`src/hw/rtl/dwa_pkg.sv`:
```
// Shared types, constants and helper functions of the DFA word acceptor.
package dwa_pkg;

    localparam int STATE_W     = 6;
    localparam int SYM_W       = 8;
    localparam int ACCEPT_W    = 64;
    localparam int ENTRY_W     = STATE_W + 1;
    localparam int CFG_IDX_W   = 2;
    localparam int CFG_DATA_W  = 64;
    localparam int QUEUE_DEPTH = 4;

    localparam int NUM_STATES_DEF  = 64;
    localparam int SYMBOL_BITS_DEF = 8;

    localparam logic [CFG_IDX_W-1:0] CFG_START_STATE = 2'd0;
    localparam logic [CFG_IDX_W-1:0] CFG_ACCEPT_MASK = 2'd1;

    typedef enum logic [1:0] {
        ACT_WR_TRANS = 2'd0,
        ACT_WR_ALPHA = 2'd1,
        ACT_SYMBOL   = 2'd2,
        ACT_EMPTY    = 2'd3
    } t_action;

    // OUT_ACCEPTED doubles as "no failure" in the running fail cause
    typedef enum logic [1:0] {
        OUT_ACCEPTED        = 2'd0,
        OUT_NOT_IN_ALPHABET = 2'd1,
        OUT_NO_TRANSITION   = 2'd2,
        OUT_NON_FINAL       = 2'd3
    } t_outcome;

    typedef enum logic [0:0] {
        BK_FETCH  = 1'b0,
        BK_LOOKUP = 1'b1
    } t_bk_state;

    typedef struct packed {
        t_action              op;
        logic [STATE_W-1:0]   from_state;
        logic [SYM_W-1:0]     symbol;
        logic                 sym_oob;
        logic [STATE_W-1:0]   to_state;
        logic                 entry_valid;
        logic                 last;
    } t_cmd;

    typedef struct packed {
        logic [STATE_W-1:0]  start_state;
        logic [ACCEPT_W-1:0] accept_mask;
    } t_cfg;

    typedef struct packed {
        logic               accepted;
        t_outcome           outcome;
        logic [STATE_W-1:0] end_state;
    } t_verdict;

    function automatic t_verdict make_verdict(
        input logic [STATE_W-1:0]  cur,
        input t_outcome            fail,
        input logic [ACCEPT_W-1:0] mask
    );
        t_verdict v;
        v.end_state = cur;
        if (fail != OUT_ACCEPTED) begin
            v.accepted = 1'b0;
            v.outcome  = fail;
        end else if (mask[cur]) begin
            v.accepted = 1'b1;
            v.outcome  = OUT_ACCEPTED;
        end else begin
            v.accepted = 1'b0;
            v.outcome  = OUT_NON_FINAL;
        end
        return v;
    endfunction

endpackage

```
`src/hw/rtl/dwa_queue.sv`:
```
// Small command FIFO between the front end and the back end.
module dwa_queue (
    input  logic          i_clk,
    input  logic          i_rst_n,
    input  logic          i_push,
    input  dwa_pkg::t_cmd i_push_data,
    output logic          o_full,
    output logic          o_valid,
    output dwa_pkg::t_cmd o_head,
    input  logic          i_pop
);

    localparam int DEPTH = dwa_pkg::QUEUE_DEPTH;
    localparam int PTR_W = $clog2(DEPTH);
    localparam int CNT_W = $clog2(DEPTH + 1);

    dwa_pkg::t_cmd    r_mem [DEPTH];
    logic [PTR_W-1:0] r_wr_ptr, n_wr_ptr;
    logic [PTR_W-1:0] r_rd_ptr, n_rd_ptr;
    logic [CNT_W-1:0] r_count, n_count;
    logic             do_push;
    logic             do_pop;

    assign o_full  = r_count == CNT_W'(DEPTH);
    assign o_valid = r_count != '0;
    assign o_head  = r_mem[r_rd_ptr];
    assign do_push = i_push && !o_full;
    assign do_pop  = i_pop && o_valid;

    always_comb begin
        n_wr_ptr = r_wr_ptr;
        n_rd_ptr = r_rd_ptr;
        n_count  = r_count;
        if (do_push) begin
            n_wr_ptr = (r_wr_ptr == PTR_W'(DEPTH - 1)) ? '0 : r_wr_ptr + 1'b1;
        end
        if (do_pop) begin
            n_rd_ptr = (r_rd_ptr == PTR_W'(DEPTH - 1)) ? '0 : r_rd_ptr + 1'b1;
        end
        if (do_push && !do_pop) begin
            n_count = r_count + 1'b1;
        end else if (do_pop && !do_push) begin
            n_count = r_count - 1'b1;
        end
    end

    always_ff @(posedge i_clk) begin
        if (!i_rst_n) begin
            r_wr_ptr <= '0;
            r_rd_ptr <= '0;
            r_count  <= '0;
        end else begin
            r_wr_ptr <= n_wr_ptr;
            r_rd_ptr <= n_rd_ptr;
            r_count  <= n_count;
        end
    end

    always_ff @(posedge i_clk) begin
        if (do_push) begin
            r_mem[r_wr_ptr] <= i_push_data;
        end
    end

endmodule

```
`config.mk`:
```
export PLATFORM = sky130hd
export DESIGN_NAME = dwa_queue
export DESIGN_NICKNAME = d
export VERILOG_FILES = /design/src/hw/rtl/dwa_pkg.sv /design/src/hw/rtl/dwa_queue.sv
export SDC_FILE = /design/constraint.sdc
export NUM_CORES = 1
export LEC_CHECK = 0
export BUFFER_PORTS_ARGS = -buffer_cell sky130_fd_sc_hd__buf_4
export CORE_ASPECT_RATIO = 1.5
export CORE_MARGIN = 1
export CORE_UTILIZATION = 56
export CTS_CLUSTER_SIZE = 12
export DETAILED_ROUTE_END_ITERATION = 10
export PLACE_DENSITY = 0.78
export SLEW_MARGIN = 20
export SYNTH_ARGS = -nofsm -noshare
export SYNTH_HDL_FRONTEND = slang
export SYNTH_SLANG_ARGS = --single-unit
export TNS_END_PERCENT = 30
```
`constraint.sdc`:
```
create_clock -name i_clk -period 3 [get_ports i_clk]
set_input_delay 0.6 -clock i_clk [delete_from_list [all_inputs] [get_ports i_clk]]
set_output_delay 0.6 -clock i_clk [all_outputs]
set_load 0.005 [all_outputs]
```
---- After elaboration in Yosys (flattened, before gate mapping) ----
Memories as Yosys holds them, arrays and structs flattened. A register that Yosys moved wholly into a read port is not among the register bits.
Cells that the tools add are included.
storage, ports and cells
  bits in writable memories ............... 100
  memories ................................ 1
  input port bits ......................... 29
  output and inout bits ................... 27
  register bits ........................... 7
cells by class
  multiplexer cells ....................... 8
  $add $sub $neg .......................... 4
  equality and inequality tests ........... 3
  reduce and logical (&&, ||, !) cells .... 9
memory list
  memory  depth  width  read ports  clocked after Yosys merged registers in  write ports  RTL line         source
  r_mem   4      25     1           1                                        1            dwa_queue.sv:17  dwa_pkg::t_cmd r_mem [DEPTH];
operator list
  kind                                                                 number
  2-bit two-way mux                                                    4
  3-bit two-way mux                                                    2
  2-bit by 1-bit adder with 2-bit output (second input constant)       2
  2-bit == test (second input constant)                                2
  1-bit logical AND                                                    4
  3-bit by 1-bit adder with 3-bit output (second input constant)       1
  3-bit == test (second input constant)                                1
  1-bit zero test                                                      3
  3-bit nonzero test                                                   1
  3-bit by 1-bit subtractor with 3-bit output (second input constant)  1
  1-bit two-way mux                                                    2
  2-bit nonzero test                                                   1

---- Logic depth before layout (Yosys ltp) ----
  depth after elaboration ................. 7
  depth in mapped cells ................... 9

---- Worst setup path before layout ----
Ideal clock, no wire load.
  kind .................................... input port to flip-flop
  start ................................... in i_push
  end ..................................... reg r_count[2]
  data arrival time ....................... 2.043 ns
  cell stages on the path ................. 8
  slack ................................... 0.882 ns
  required time ........................... 2.924 ns
  setup time .............................. 0.076 ns
  buffers on the path ..................... 1
  path through ............................ nor2b_1 buf_2 ha_1 inv_1 fa_1 xor2_1 or3_1 a21boi_0
on the way
  longest elaborated chain between the ends .. 4
  elaborated cells between the ends (all ways) .. 6
  those cells by class .................... mux (1); reduce/logical (5)
RTL lines
  what                                 RTL line         source
  from (decl)                          dwa_queue.sv:5   input logic i_push,
  1-bit logical AND *                  dwa_queue.sv:27  assign do_push = i_push && !o_full;
  via do_push                          dwa_queue.sv:21  logic do_push;
  1-bit zero test                      dwa_queue.sv:42  end else if (do_pop && !do_push) begin
  1-bit logical AND                    dwa_queue.sv:42
  2-bit nonzero test (no source line)  n/a
  to (signal assigned)                 dwa_queue.sv:55  r_count <= n_count;
  to (decl)                            dwa_queue.sv:20  logic [CNT_W-1:0] r_count, n_count;
Mark *: on every way through the listed nets, which the timed path passes. The rest lies on a longest branch.
A chain may end at the register's enable or synchronous reset.

==> run_results.csv <==
group,metric,value,unit
setup_path,cp.buffers_inverters,2,
sta,slew_headroom,64.10,%
placement,place_congestion,0.7013,
global_route,grt_usage,18.19,%
layout,fin_util,67.71,%
clock_network,cts_max_path_buffers,2,
sta,fmax,0.3868,GHz
global_route,antenna_found_initial,0,
routing,drc_errors,0,
layout,finalInstanceArea,4861,um2
synthesis,synth_seq_cells,109,
sta,finalClockSkew,0.01473,ns
setup_path,arrival,1.99,ns
sta,hold_violations,0,
sta,setup_violations,0,
layout,area_growth,17.62,%
pwr,power,3.724,mW
synthesis,syn_nets,218,
placement,hpwl,4061,um
routing,wl_per_cell,17.71,um
routing,ant_nets,0,
routing,drt_iter0_drc,118,
clock_network,tritoncts,"yes",
setup_path,cpMostUsedCell,"buf_4",
sta,fin_crit_sh,86.18,%
layout,final_layout_size_suffix_gt1_share,39.92,%
floorplan,fp.dieH,107.2,um
clock_network,cts_resized,0,
global_route,grt_pass1_vias,1994,
sta,maxSlewViolCount,0,
clock_network,cts.sinks,109,
setup_path,slowest_delay,0.67,ns
setup_path,slowest_stage,"dfxtp_2",
pwr,peakVddDrop,0.4169,mV
placement,pre_cts_ws,0.6569,ns
layout,antenna_cells,0,
floorplan,die_x,72.14,um
global_route,grt_overflow,0,
setup_path,cp_cell_sequence,"buf_4, mux4_2, buf_4",
floorplan,ios,56,
synthesis,ys_types,25,
routing,wirelength,6253,um
sta,rsz0062_at_grt,"no",
setup_path,worst_setup_path_start_kind,"register",
setup_path,crit_family,"flip-flops",
placement,port_buffers,55,
synthesis,synthArstFlopShare,0,%
sta,worstMarginPinSlew,0.5340,ns
clock_network,cts_hold_buf,0,
routing,first_pass_iters,4,
clock_network,cts.clk_slew.worst_paths,0.11,ns
synthesis,synth-edff-count,100,
floorplan,initial_core_util,57.56,%
synthesis,synth_warnings,0,
run_status,status,"finished, final reports clean",
setup_path,critPathCaptureType,"output pin",
clock_network,cts_setup_buffers,0,
floorplan,coreArea,7179,um2
setup_path,crit_type,"register to output pin",
pwr,power_density,766.2,nW/um2
placement,dpl-instance-area,4657,um2
synthesis,syn_avg_cell_area,22.71,um2
layout,nNetsFinal,284,
clock_network,ctsRootBufferMaster,"clkbuf_8",
synthesis,synth-seq-area-share,77.02,%
sta,fin_setup_tns,0,ns
setup_path,worstPathMaxFanout,16,
run,drv_cap,0,
routing,avgViaCountPerCell,5.221,
clock_network,h-tree-depth,3,
synthesis,synth_ff_type,"edfxtp_1",
sta,fin_crit,2.585,ns
sta,worst_slack,0.4146,ns
global_route,grt_start_max_net_pins,26,
floorplan,floorplan.die_area,7734,um2
min_path,hp-class,"input port to register",
floorplan,core.rowCount,38,
pwr,power.leakage,1.692,nW
clock_network,clk_latency,0.37,ns
global_route,grt_first_pass_wirelength,9818,um
setup_path,required,2.40,ns
synthesis,syn_area,4133,um2
synthesis,syn-instance-count,182,
clock_network,numCtsBuffers,9,
routing,via_count,1843,
## worst register-to-register path: cells and delay by family (launching register included)
family / cells / cell delay (ns)
buffers and inverters: 1 / 0.06
adder cells (fa/ha/maj): 2 / 0.66
AO/OA/AOI/OAI: 2 / 0.66
flip-flops: 1 / 0.39
AND/OR/NAND/NOR: 1 / 0.30
XOR/XNOR: 1 / 0.18
## cell usage in the layout, fill, tap and decap left out, drive strengths merged, types with 3 or more instances in the layout
| cell | n |
|---|---|
| clkbuf | 10 |
| ha | 6 |
| dfxtp | 9 |
| nand2 | 6 |
| and2 | 5 |
| inv | 8 |
| mux4 | 25 |
| buf | 63 |
| o21ai | 3 |
| mux2i | 3 |
| edfxtp | 100 |
## worst paths after layout
path	to	slack (ns)	cells past startpoint	from
setup / recovery	o_head[10]	0.41	3	register
hold / removal	r_mem[2][10]	0.42	1	i_push_data[10]
setup reg to reg	r_count[2]	0.68	7	r_count[0]
hold reg to reg	r_wr_ptr[1]	0.51	2	r_wr_ptr[1]
## metal layers
metal	global-route usage, %	vias up	part of all wire (%)
li1	-	875	-
met1	21.17	921	41
met2	30.17	39	54
met3	5.733	8	3.0
met4	8.964	0	1.7
met5	0	-	0
## synth_stat cells (3+ instances only)
master / n / area (um2)
edfxtp_1: 100 / 3003
mux4_2: 20 / 450.4
dfxtp_1: 9 / 180.2
ha_1: 6 / 75.07
nand2_1: 6 / 22.52
and2_1: 5 / 31.28
mux4_1: 5 / 131.4
buf_2: 3 / 15.01
inv_1: 3 / 11.26
mux2i_1: 3 / 30.03
o21ai_0: 3 / 15.01
## registers in the layout, summed over array words and instances (netlist names), named ones only
signal    count
r_count       3
r_rd_ptr      2
r_mem       100
r_wr_ptr      2
## cells by family (layout without fill, tap and decap cells)
kind of cell,after synthesis,after routing,synth area share (%)
multiplexers,28,28,14.80
adder cells (fa/ha/maj),7,7,2.301
flip-flops,109,109,77.02
AND/OR/NAND/NOR,20,20,2.634
AO/OA/AOI/OAI,5,5,0.7266
buffers and inverters,11,82,2.089
XOR/XNOR,2,2,0.4239
## layout make-up
class	instances	area (um2)
sequential	109	3184
fill	450	2318
multi-input combinational	62	863.3
timing repair buffer	63	473.0
clock buffer	10	148.9
tap	100	125.1
clock inverter	6	55.05
inverter	3	11.26
## stage by stage
step,std cells,hold WS (ns)
6_report,353,0.4247
5_1_grt,353,0.4021
4_1_cts,353,0.4029
3_5_place_dp,337,0.4936
3_3_place_gp,337,0.4884
2_1_floorplan,182,0.4677
## power breakdown
group	total (mW)	switching [mW]	internal, mW
sequential	1.96	0.107	1.85
combinational	0.898	0.357	0.541
clock	0.866	0.494	0.372
total	3.72	0.959	2.77
Power figures use the tool's default switching activity.
